### config.mk
export PLATFORM = sky130hd
export DESIGN_NAME = fair_share_min_vruntime_scheduler
export DESIGN_NICKNAME = d
export VERILOG_FILES = /design/src/rtl/fsmvs_pkg.sv /design/src/rtl/fair_share_min_vruntime_scheduler.sv
export SDC_FILE = /design/constraint.sdc
export NUM_CORES = 2
export LEC_CHECK = 0
export BUFFER_PORTS_ARGS = -buffer_cell sky130_fd_sc_hd__buf_2
export CAP_MARGIN = 5
export CORE_MARGIN = 2
export CORE_UTILIZATION = 45
export DETAILED_ROUTE_END_ITERATION = 10
export GPL_TIMING_DRIVEN = 1
export HOLD_SLACK_MARGIN = 0.05
export PLACE_DENSITY = 0.68
export SYNTH_ARGS = -nofsm -noshare
export SYNTH_HDL_FRONTEND = slang
export SYNTH_SLANG_ARGS = --single-unit
### constraint.sdc
create_clock -name clock -period 7.8 [get_ports clock]
set_input_delay 0.78 -clock clock [delete_from_list [all_inputs] [get_ports clock]]
set_output_delay 0.78 -clock clock [all_outputs]
set_load 0.02 [all_outputs]
### src/rtl/fsmvs_pkg.sv
// Shared types, event codes and charge constants for the fair-share scheduler.
// No dependencies; imported by the scheduler top level.
`timescale 1ns / 1ps
`default_nettype none

package fsmvs_pkg;

   localparam int DEFAULT_SLOTS = 32;

   localparam int unsigned UNIT_LOAD        = 1024;
   localparam int unsigned TOP_WEIGHT_INDEX = 10;
   localparam int unsigned WEIGHT_COUNT     = TOP_WEIGHT_INDEX + 1;
   localparam int          NICE_LOW         = -5;
   localparam int          NICE_HIGH        = 5;

   localparam int unsigned WEIGHT [WEIGHT_COUNT] = '{
      3121, 2501, 1991, 1586, 1277, 1024, 820, 655, 526, 423, 335
   };

   // per-tick vruntime charge, truncated load over weight
   localparam logic [1:0] CHARGE [WEIGHT_COUNT] = '{
      2'(UNIT_LOAD / WEIGHT[0]), 2'(UNIT_LOAD / WEIGHT[1]), 2'(UNIT_LOAD / WEIGHT[2]),
      2'(UNIT_LOAD / WEIGHT[3]), 2'(UNIT_LOAD / WEIGHT[4]), 2'(UNIT_LOAD / WEIGHT[5]),
      2'(UNIT_LOAD / WEIGHT[6]), 2'(UNIT_LOAD / WEIGHT[7]), 2'(UNIT_LOAD / WEIGHT[8]),
      2'(UNIT_LOAD / WEIGHT[9]), 2'(UNIT_LOAD / WEIGHT[10])
   };

   typedef enum logic [1:0] {
      KIND_ARRIVE   = 2'd0,
      KIND_PICK     = 2'd1,
      KIND_TICK_END = 2'd2,
      KIND_COMPLETE = 2'd3
   } kind_type;

   typedef struct packed {
      logic [31:0] vruntime;
      logic [15:0] arrival;
      logic [3:0]  weight_index;
   } row_type;

   // clamp niceness and map it to a weight index
   function automatic logic [3:0] nice_to_index(input logic signed [5:0] nice);
      logic [3:0] idx;
      if (nice < 6'(NICE_LOW)) begin
         idx = 4'd0;
      end else if (nice > 6'(NICE_HIGH)) begin
         idx = 4'(TOP_WEIGHT_INDEX);
      end else begin
         idx = 4'(nice - 6'(NICE_LOW));
      end
      return idx;
   endfunction

   // stale indices above the top read as the top
   function automatic logic [1:0] charge_of(input logic [3:0] wi);
      logic [3:0] idx;
      idx = (wi > 4'(TOP_WEIGHT_INDEX)) ? 4'(TOP_WEIGHT_INDEX) : wi;
      return CHARGE[idx];
   endfunction

endpackage

`default_nettype wire

### src/rtl/fair_share_min_vruntime_scheduler.sv
// Fair-share scheduler top level: slot memory, scan sequencer and result register.
// Depends on fsmvs_pkg for event codes, row layout and charge table.
`timescale 1ns / 1ps
`default_nettype none

// Usage
//   Command channel: an event is taken at a rising edge with start high and busy
//   low. Fields req_kind, req_process_id, req_nice_value, req_event_tick.
//   Result channel: rsp_valid is high for exactly one cycle per event, with
//   rsp_selected_id, rsp_none_ready and rsp_vruntime_value alongside. The
//   receiver cannot stall; each result must be taken in its cycle.
//   Timing: pick and arrive walk the slot memory one entry a cycle through its
//   single read port; busy stays high through the scan, drain and finish states
//   and the result is registered out of the finish state. Tick end and complete
//   do one read-modify-write in the access state, with the result registered out
//   of it. A tick end, arrive or complete naming a slot beyond the table answers
//   in the next cycle without going busy. A new event may be taken in the cycle
//   the previous result is shown, so one event runs at a time.
//   Reset clears active and written bits, the running mark and the sequencer;
//   unwritten entries read as vruntime zero and no clearing pass is needed.
module fair_share_min_vruntime_scheduler #(
   parameter int SLOTS = fsmvs_pkg::DEFAULT_SLOTS
) (
   input  wire logic               clock,
   input  wire logic               reset,
   input  wire logic               start,
   output logic                    busy,
   input  wire logic [1:0]         req_kind,
   input  wire logic [4:0]         req_process_id,
   input  wire logic signed [5:0]  req_nice_value,
   input  wire logic [15:0]        req_event_tick,
   output logic                    rsp_valid,
   output logic [4:0]              rsp_selected_id,
   output logic                    rsp_none_ready,
   output logic [31:0]             rsp_vruntime_value
);

   import fsmvs_pkg::*;

   localparam int          SW   = $clog2(SLOTS);
   localparam logic [SW-1:0] LAST = SW'(SLOTS - 1);

   typedef enum logic [2:0] {
      ST_IDLE,
      ST_SCAN,
      ST_DRAIN,
      ST_FINISH,
      ST_ACCESS
   } state_type;

   state_type      state_ff, state_in;
   kind_type       kind_ff, kind_in;
   logic [4:0]     pid_ff, pid_in;
   logic [3:0]     wi_ff, wi_in;
   logic [15:0]    tick_ff, tick_in;

   logic [SW-1:0]  scan_addr_ff, scan_addr_in;
   logic [SW-1:0]  scan_idx_ff, scan_idx_in;
   logic           scan_vld_ff, scan_vld_in;

   logic           found_ff, found_in;
   logic [SW-1:0]  best_idx_ff, best_idx_in;
   logic [31:0]    best_vr_ff, best_vr_in;
   logic [15:0]    best_arr_ff, best_arr_in;
   logic [31:0]    run_vr_ff, run_vr_in;

   logic [SW-1:0]  running_ff, running_in;
   logic           running_valid_ff, running_valid_in;
   logic [SLOTS-1:0] active_ff, active_in;
   logic [SLOTS-1:0] written_ff, written_in;

   logic           rsp_valid_ff, rsp_valid_in;
   logic [4:0]     rsp_sel_ff, rsp_sel_in;
   logic           rsp_none_ff, rsp_none_in;
   logic [31:0]    rsp_vr_ff, rsp_vr_in;

   // slot memory
   row_type        mem_array [SLOTS];
   row_type        rd_data_ff;
   logic [SW-1:0]  rd_addr;
   logic           wr_en;
   logic [SW-1:0]  wr_addr;
   row_type        wr_data;

   logic           accept;
   logic [SW-1:0]  pid_idx;
   logic           take;
   logic           keep;
   logic [31:0]    cur_vr;
   logic [32:0]    charged;

   assign accept  = start && !busy;
   assign pid_idx = SW'(pid_ff);
   assign busy    = (state_ff != ST_IDLE);
   assign rd_addr = (state_ff == ST_SCAN) ? scan_addr_ff : SW'(req_process_id);

   always_ff @(posedge clock) begin
      if (wr_en) begin
         mem_array[wr_addr] <= wr_data;
      end
      rd_data_ff <= mem_array[rd_addr];
   end

   always_comb begin
      state_in         = state_ff;
      kind_in          = kind_ff;
      pid_in           = pid_ff;
      wi_in            = wi_ff;
      tick_in          = tick_ff;
      scan_addr_in     = scan_addr_ff;
      scan_idx_in      = scan_addr_ff;
      scan_vld_in      = (state_ff == ST_SCAN);
      found_in         = found_ff;
      best_idx_in      = best_idx_ff;
      best_vr_in       = best_vr_ff;
      best_arr_in      = best_arr_ff;
      run_vr_in        = run_vr_ff;
      running_in       = running_ff;
      running_valid_in = running_valid_ff;
      active_in        = active_ff;
      written_in       = written_ff;
      rsp_valid_in     = 1'b0;
      rsp_sel_in       = rsp_sel_ff;
      rsp_none_in      = 1'b0;
      rsp_vr_in        = rsp_vr_ff;
      wr_en            = 1'b0;
      wr_addr          = pid_idx;
      wr_data          = rd_data_ff;
      take             = 1'b0;
      keep             = 1'b0;
      cur_vr           = written_ff[pid_idx] ? rd_data_ff.vruntime : 32'd0;
      charged          = {1'b0, cur_vr} + 33'(charge_of(rd_data_ff.weight_index));

      // fold the beat read last cycle into the running best
      if (scan_vld_ff) begin
         if (kind_ff == KIND_PICK) begin
            take = active_ff[scan_idx_ff] &&
                   (!found_ff || (rd_data_ff.vruntime < best_vr_ff) ||
                    ((rd_data_ff.vruntime == best_vr_ff) &&
                     (rd_data_ff.arrival < best_arr_ff)));
         end else begin
            take = active_ff[scan_idx_ff] && (scan_idx_ff != pid_idx) &&
                   (!found_ff || (rd_data_ff.vruntime < best_vr_ff));
         end
         if (take) begin
            found_in    = 1'b1;
            best_idx_in = scan_idx_ff;
            best_vr_in  = rd_data_ff.vruntime;
            best_arr_in = rd_data_ff.arrival;
         end
         if (scan_idx_ff == running_ff) begin
            run_vr_in = rd_data_ff.vruntime;
         end
      end

      case (state_ff)
         ST_IDLE: begin
            if (accept) begin
               kind_in      = kind_type'(req_kind);
               pid_in       = req_process_id;
               wi_in        = nice_to_index(req_nice_value);
               tick_in      = req_event_tick;
               scan_addr_in = '0;
               found_in     = 1'b0;
               if (kind_type'(req_kind) == KIND_PICK) begin
                  state_in = ST_SCAN;
               end else if (int'(req_process_id) < SLOTS) begin
                  state_in = (kind_type'(req_kind) == KIND_ARRIVE) ? ST_SCAN : ST_ACCESS;
               end else begin
                  // slot beyond the table: answer at once, change nothing
                  rsp_valid_in = 1'b1;
                  rsp_sel_in   = req_process_id;
                  rsp_vr_in    = 32'd0;
               end
            end
         end
         ST_SCAN: begin
            if (scan_addr_ff == LAST) begin
               state_in = ST_DRAIN;
            end else begin
               scan_addr_in = scan_addr_ff + SW'(1);
            end
         end
         ST_DRAIN: begin
            state_in = ST_FINISH;
         end
         ST_FINISH: begin
            state_in     = ST_IDLE;
            rsp_valid_in = 1'b1;
            if (kind_ff == KIND_PICK) begin
               if (!found_ff) begin
                  running_valid_in = 1'b0;
                  rsp_none_in      = 1'b1;
                  rsp_sel_in       = pid_ff;
                  rsp_vr_in        = 32'd0;
               end else begin
                  // a vruntime tie with the running slot keeps it running
                  keep = running_valid_ff && active_ff[running_ff] &&
                         (run_vr_ff == best_vr_ff);
                  running_in       = keep ? running_ff : best_idx_ff;
                  running_valid_in = 1'b1;
                  rsp_sel_in       = 5'(keep ? running_ff : best_idx_ff);
                  rsp_vr_in        = keep ? run_vr_ff : best_vr_ff;
               end
            end else begin
               wr_en                = 1'b1;
               wr_data.vruntime     = found_ff ? best_vr_ff : 32'd0;
               wr_data.arrival      = tick_ff;
               wr_data.weight_index = wi_ff;
               active_in[pid_idx]   = 1'b1;
               written_in[pid_idx]  = 1'b1;
               rsp_sel_in           = pid_ff;
               rsp_vr_in            = found_ff ? best_vr_ff : 32'd0;
            end
         end
         ST_ACCESS: begin
            state_in     = ST_IDLE;
            rsp_valid_in = 1'b1;
            rsp_sel_in   = pid_ff;
            rsp_vr_in    = cur_vr;
            if (kind_ff == KIND_TICK_END) begin
               if (active_ff[pid_idx]) begin
                  wr_en            = 1'b1;
                  wr_data.vruntime = charged[32] ? 32'hFFFF_FFFF : charged[31:0];
                  rsp_vr_in        = wr_data.vruntime;
               end
            end else begin
               active_in[pid_idx] = 1'b0;
               running_valid_in   = 1'b0;
            end
         end
         default: begin
            state_in = ST_IDLE;
         end
      endcase
   end

   always_ff @(posedge clock) begin
      if (reset) begin
         state_ff         <= ST_IDLE;
         scan_vld_ff      <= 1'b0;
         running_ff       <= '0;
         running_valid_ff <= 1'b0;
         active_ff        <= '0;
         written_ff       <= '0;
         rsp_valid_ff     <= 1'b0;
         rsp_none_ff      <= 1'b0;
      end else begin
         state_ff         <= state_in;
         scan_vld_ff      <= scan_vld_in;
         running_ff       <= running_in;
         running_valid_ff <= running_valid_in;
         active_ff        <= active_in;
         written_ff       <= written_in;
         rsp_valid_ff     <= rsp_valid_in;
         rsp_none_ff      <= rsp_none_in;
      end
      kind_ff      <= kind_in;
      pid_ff       <= pid_in;
      wi_ff        <= wi_in;
      tick_ff      <= tick_in;
      scan_addr_ff <= scan_addr_in;
      scan_idx_ff  <= scan_idx_in;
      found_ff     <= found_in;
      best_idx_ff  <= best_idx_in;
      best_vr_ff   <= best_vr_in;
      best_arr_ff  <= best_arr_in;
      run_vr_ff    <= run_vr_in;
      rsp_sel_ff   <= rsp_sel_in;
      rsp_vr_ff    <= rsp_vr_in;
   end

   assign rsp_valid          = rsp_valid_ff;
   assign rsp_selected_id    = rsp_sel_ff;
   assign rsp_none_ready     = rsp_none_ff;
   assign rsp_vruntime_value = rsp_vr_ff;

`ifndef SYNTH
   a_accept_progress: assert property (@(posedge clock) disable iff (reset)
      accept |=> (busy || rsp_valid))
      else $error("accepted event neither busy nor answered");

   a_idle_result: assert property (@(posedge clock) disable iff (reset)
      rsp_none_ready |-> (rsp_valid && (rsp_vruntime_value == 32'd0)))
      else $error("idle report without strobe or with nonzero vruntime");

   a_running_active: assert property (@(posedge clock) disable iff (reset)
      running_valid_ff |-> active_ff[running_ff])
      else $error("running mark on an inactive slot");

   a_scan_written: assert property (@(posedge clock) disable iff (reset)
      (scan_vld_ff && active_ff[scan_idx_ff]) |-> written_ff[scan_idx_ff])
      else $error("active slot scanned before it was written");

   a_drain_follows_scan: assert property (@(posedge clock) disable iff (reset)
      (state_ff == ST_DRAIN) |-> (scan_vld_ff && (scan_idx_ff == LAST)))
      else $error("drain without the last scan beat");
`endif

endmodule

`default_nettype wire
# After elaboration in Yosys (flattened, before gate mapping)
# Memories as Yosys holds them, arrays and structs flattened. A register that Yosys moved wholly into a read port is not among the register bits.
# Index checks and enable logic that the tools add are counted.
# W data, S select, Z words.
# word_totals
mem_count	2
latch_bits	0
romBits	32
reg_bits	236
ramBits	1664
word_cells	153
in_bits	32
out_inout_bits	40
# op_classes
n_mul	0
reduce_logical	29
eq_ne	18
n_bitwise	7
div_mod_pow	0
order_cmp	10
muxes	62
n_addsub	3
n_shift	0
# mem_list
name	depth	word_bits	read_ports	rd_ports_with_merged_regs	wr	line_no	rtl
mem_array	32	52	1	1	1	fair_share_min_vruntime_scheduler.sv:78	row_type mem_array [SLOTS];
(name not given)	16	2	1	0	0	fsmvs_pkg.sv:58	return CHARGE[idx];
# op_table
cell	n
$mux W32	12
$pmux W32 S2	3
$eq A32 B32 Y1	2
$or A32 B32 Y32	2
$mux W52	1
$add A32 B2 Y33	1
$and A32 B32 Y32	1
$lt A32 B32 Y1	1
$not A32 Y32	1
$mux W5	6
$mux W1	21
$bmux W1 S5	4
$mux W20	1
$pmux W5 S2	2
$lt A5 B6 Y1 const B	3
$lt A16 B16 Y1	1
$mux W3	4
$reduce_and A3 Y1	4
$ne A2 B2 Y1 const B	5
$reduce_and A2 Y1	5
$pmux W3 S3	1
$logic_and A1 B1 Y1	8
$mux W4	2
$eq A3 B2 Y1 const B	2
28 further kinds	36

# Longest topological paths before layout
# logic_depth
ltp_word	11
depth_mapped	21

# Worst setup path after synthesis
# OpenSTA, ideal clock, no wires.
# synth_path
kind	register to register
from	register pid_ff[2]
to	memory mem_array[18][0] (netlist bit) (enable)
arrival_ps	5727
period_less_slack_ps	6253
path_slack_ps	1547
path_stages_with_launch	13
required_time_ps	7274
setup_time_ps	526
path_cell_list	edfxtp_1 -> clkbuf_1 -> buf_2 -> or3b_1 -> buf_2 -> o21ai_0 -> o311a_1 -> or3_1 -> buf_6 -> a21oi_2 -> buf_4 -> buf_2 -> nor3_1
# synth_between
elab_chain_cells	7
# synth_rtl
item	line_no	rtl
from (decl)	fair_share_min_vruntime_scheduler.sv:53	logic [4:0] pid_ff, pid_in;
from (signal assigned)	fair_share_min_vruntime_scheduler.sv:259	pid_ff <= pid_in;
$bmux W1 S5	fair_share_min_vruntime_scheduler.sv:222	if (active_ff[pid_idx]) begin
$mux W1 (implied by the code)	fair_share_min_vruntime_scheduler.sv:222	
$mux W1	fair_share_min_vruntime_scheduler.sv:222	
$mux W1	fair_share_min_vruntime_scheduler.sv:221	if (kind_ff == KIND_TICK_END) begin
$pmux W1 S2	fair_share_min_vruntime_scheduler.sv:156	case (state_ff)
$mux W1	fair_share_min_vruntime_scheduler.sv:98	if (wr_en) begin
$mux W1 (implied by the code)	fair_share_min_vruntime_scheduler.sv:99	mem_array[wr_addr] <= wr_data;
to (decl)	fair_share_min_vruntime_scheduler.sv:78	
# Parallel ways exist; a longest one is shown, timed or not. The select of a mux whose other input is x is not followed.

==> results.toml <==
[worst_setup_path]
timing.rr.end = "mem_array[25][36]$_DFFE_PP_"
crit_required_ns = 8.28
cp_max_fo = 32
r2r_setup_slack_ns = 1.37
cp_cell_sequence = "nand3b_1, buf_4, o32ai_1, a2111oi_0, and3_1, nor2_1, ha_1, inv_1, fa_1, nand2b_1, or3_1, nor4b_2, nand2b_1, buf_4, a21oi_1, a221o_1"
worstSetupPathType = "reg -> reg"
cp-start-kind = "register"
crit_path_end_kind = "register"
arrival_ns = 6.90
slowest_stage = "edfxtp_1"
reg2reg_depth = 16
r2r_start = "pid_ff[3]$_DFFE_PP_"
cpPeakStageDelay_ns = 0.91

[sta]
max-slew-margin-rel = 0.131
fin_skew_ns = 0.0479
hold_violations = 0
worstMarginPinSlew_ns = 1.30
fmax_mhz = 156
postLayoutSetupSlackWorst_ns = 1.37
rsz0062_at_grt = "false"
finalSetupViolCount = 0
tns_ns = 0
slew_viol_final = 0
period_minus_slack_ns = 6.43
whs_ns = 0.118
period_share = 0.824

[route]
ant_nets = 0
drt_pass1_iterations = 8
via_per_inst = 6.06
first_iter_violations = 7444
vias = 52057
drc = 0
drt-wirelength-per-cell_um = 25.8
wl_mm = 222

[yosys]
ys_types = 80
synth_warnings = 0
synth.area.top_cells = "edfxtp_1, nand2_1, a311oi_1, dfxtp_1, nand3_1"
synth_edf_count = 1818
synth_top_cell_area_share = 0.687
yosysSeqAreaShare = 0.720
async_reset_ff_frac = 0
synth-seq-cells = 1952
syn_inst = 6102
synthesis.nets = 6189
synth_top_area_cell = "edfxtp_1"
syn_area_mm2 = 0.0795
ys.flop_type = "edfxtp_1"
avgSynthCellArea_um2 = 13.0

[run]
cap_violations = 0

[final_layout]
final_nets = 6173
antenna_cells = 0
layout-drive-gt1-share = 0.100
final_cell_mix = "edfxtp_1, nand2_1, nand3_1"
syn2layout_area_growth_pct = 11.8
final_common_cell = "edfxtp_1"
finish.utilization = 0.505

[floorplan]
initial_core_util = 0.452
rows = 154
io_pins = 72
die_w_um = 424
die-area_mm2 = 0.180
core-area_mm2 = 0.176
die_y_um = 424

[power]
finalPower_mw = 24.5
pwr_density_cell_mw_per_mm2 = 276
p_leak_nw = 30.2
ir_drop_uv = 244

[clock_tree]
post_cts_buffers = 0
cts_root_buffer = "clkbuf_16"
hold_buffers = 0
cts_resized = 0
cts.sinks = 1952
cts-htree-levels = 4
cts_max_path_buffers = 3
clk_pin_slew_worst_paths_ns = 0.06
cts_tree = "yes"
numCtsBuffers = 190
clk_latency_ns = 0.85

[grt]
grt_pass1_vias = 49108
grt_pass1_wl_mm = 326
grt_max_degree = 158
grt-ovfl-total = 0
antenna_found_initial = 14
grt_usage = 0.242

[run_status]
outcome = "finished, final reports clean"

[place]
port-buffer-count = 71
hpwlAfterDp_mm = 115
dp_slack_ns = 1.59
place.gp.congestion = 0.913

[worst_hold_path]
min_to = "tick_ff[13]$_DFFE_PP_"
hold_path.class = "in -> reg"
worstHoldStart = "req_event_tick[13]"
worstHoldPathCells = 1
cell usage after synthesis, drive strengths merged, types with 5 or more instances:
| cell type | n |
|---|---|
| buf | 173 |
| mux2 | 23 |
| ha | 54 |
| nor2 | 160 |
| nor2b | 6 |
| o21a | 6 |
| nand4 | 26 |
| xor2 | 13 |
| a22o | 6 |
| a31oi | 9 |
| and3 | 223 |
| mux2i | 38 |
| nand2 | 1739 |
| or2 | 8 |
| edfxtp | 1818 |
| dfxtp | 134 |
| nand3b | 6 |
| a22oi | 18 |
| a221o | 34 |
| nor4 | 59 |
| a21oi | 89 |
| nor3b | 7 |
| nand3 | 447 |
| a21o | 15 |
| nor3 | 44 |
| xnor2 | 54 |
| clkbuf | 252 |
| inv | 61 |
| or3 | 13 |
| nand4b | 6 |
| o21ai | 35 |
| a311oi | 433 |
| nand2b | 14 |
| o211ai | 5 |
| mux4 | 23 |
sequential cells by signal, summed over array words and instances, names as in the netlist, 3 cells and up, named ones only:
register            flops
mem_array            1664
tick_ff                16
pid_ff                  5
written_ff             32
wi_ff                   4
scan_idx_ff             5
best_arr_ff            16
scan_addr_ff            5
best_idx_ff             5
state_ff                3
best_vr_ff             32
rsp_vruntime_value     32
rsp_selected_id         5
run_vr_ff              32
running_ff              5
rd_data_ff             52
layer usage:
metal	vias up	GRT usage	share of wire
met5	-	0	0.00061
met2	2744	0.381	0.47
met3	483	0.0437	0.099
li1	22741	-	-
met4	22	0.0826	0.034
met1	26067	0.340	0.40
through the flow:
step | cell area [um^2] | cells
after floorplan | 79500 | 6102
after global placement | 82500 | 8231
after detailed placement | 82600 | 8234
after CTS | 88900 | 8591
after global routing | 88900 | 8591
final | 88900 | 8591
worst max-delay path: cells and delay by family (launching register included):
| family | cells | cell delay [ns] |
|---|---|---|
| AO/OA/AOI/OAI | 4 | 1.52 |
| adder cells (fa/ha/maj) | 2 | 0.67 |
| buffers and inverters | 3 | 0.62 |
| AND/OR/NAND/NOR | 7 | 2.31 |
| flip-flops | 1 | 0.91 |
report_power, final:
group          total, mW  switching [mW]  leakage, nW  internal [mW]
registers           12.5           0.225         17.4           12.3
logic               2.75            2.05         9.76          0.698
clock network       9.24            3.93         3.08           5.31
layout make-up:
class	instances	area, um^2
Tap cell	2340	2930
Sequential cell	1952	57300
Clock buffer	253	5260
Timing Repair Buffer	217	1700
Fill cell	14461	87000
Inverter	61	229
Clock inverter	104	1060
Multi-Input combinational cell	3664	20400
cell families (layout without fill, tap and decap cells):
group | count (synthesis) | in the layout | synth area share
DFF | 1952 | 1952 | 0.720
and+or+nand+nor | 2770 | 2770 | 0.152
xor gates and xnor gates | 67 | 67 | 0.00738
buffers and inverters | 486 | 635 | 0.0268
muxes | 84 | 84 | 0.0146
AOI/OAI and AO/OA | 688 | 688 | 0.0699
adders and majority gates | 55 | 55 | 0.00875
how the worst max path moves through the flow:
| stage | endpoint | slack (ns) | from | cells past startpoint |
|---|---|---|---|---|
| 2_1_floorplan | mem_array[18][0]$_DFFE_PP_ | 1.55 | pid_ff[2]$_DFFE_PP_ | 12 |
| 3_3_place_gp | mem_array[28][25]$_DFFE_PP_ | 1.66 | pid_ff[4]$_DFFE_PP_ | 16 |
| 3_5_place_dp | mem_array[30][36]$_DFFE_PP_ | 1.59 | pid_ff[3]$_DFFE_PP_ | 16 |
| 4_1_cts | mem_array[25][36]$_DFFE_PP_ | 1.54 | pid_ff[3]$_DFFE_PP_ | 16 |
| 5_1_grt | mem_array[4][39]$_DFFE_PP_ | 1.01 | pid_ff[3]$_DFFE_PP_ | 16 |
| 6_report | mem_array[25][36]$_DFFE_PP_ | 1.37 | pid_ff[3]$_DFFE_PP_ | 16 |
No activity file was read; power rests on OpenSTA's default activity.
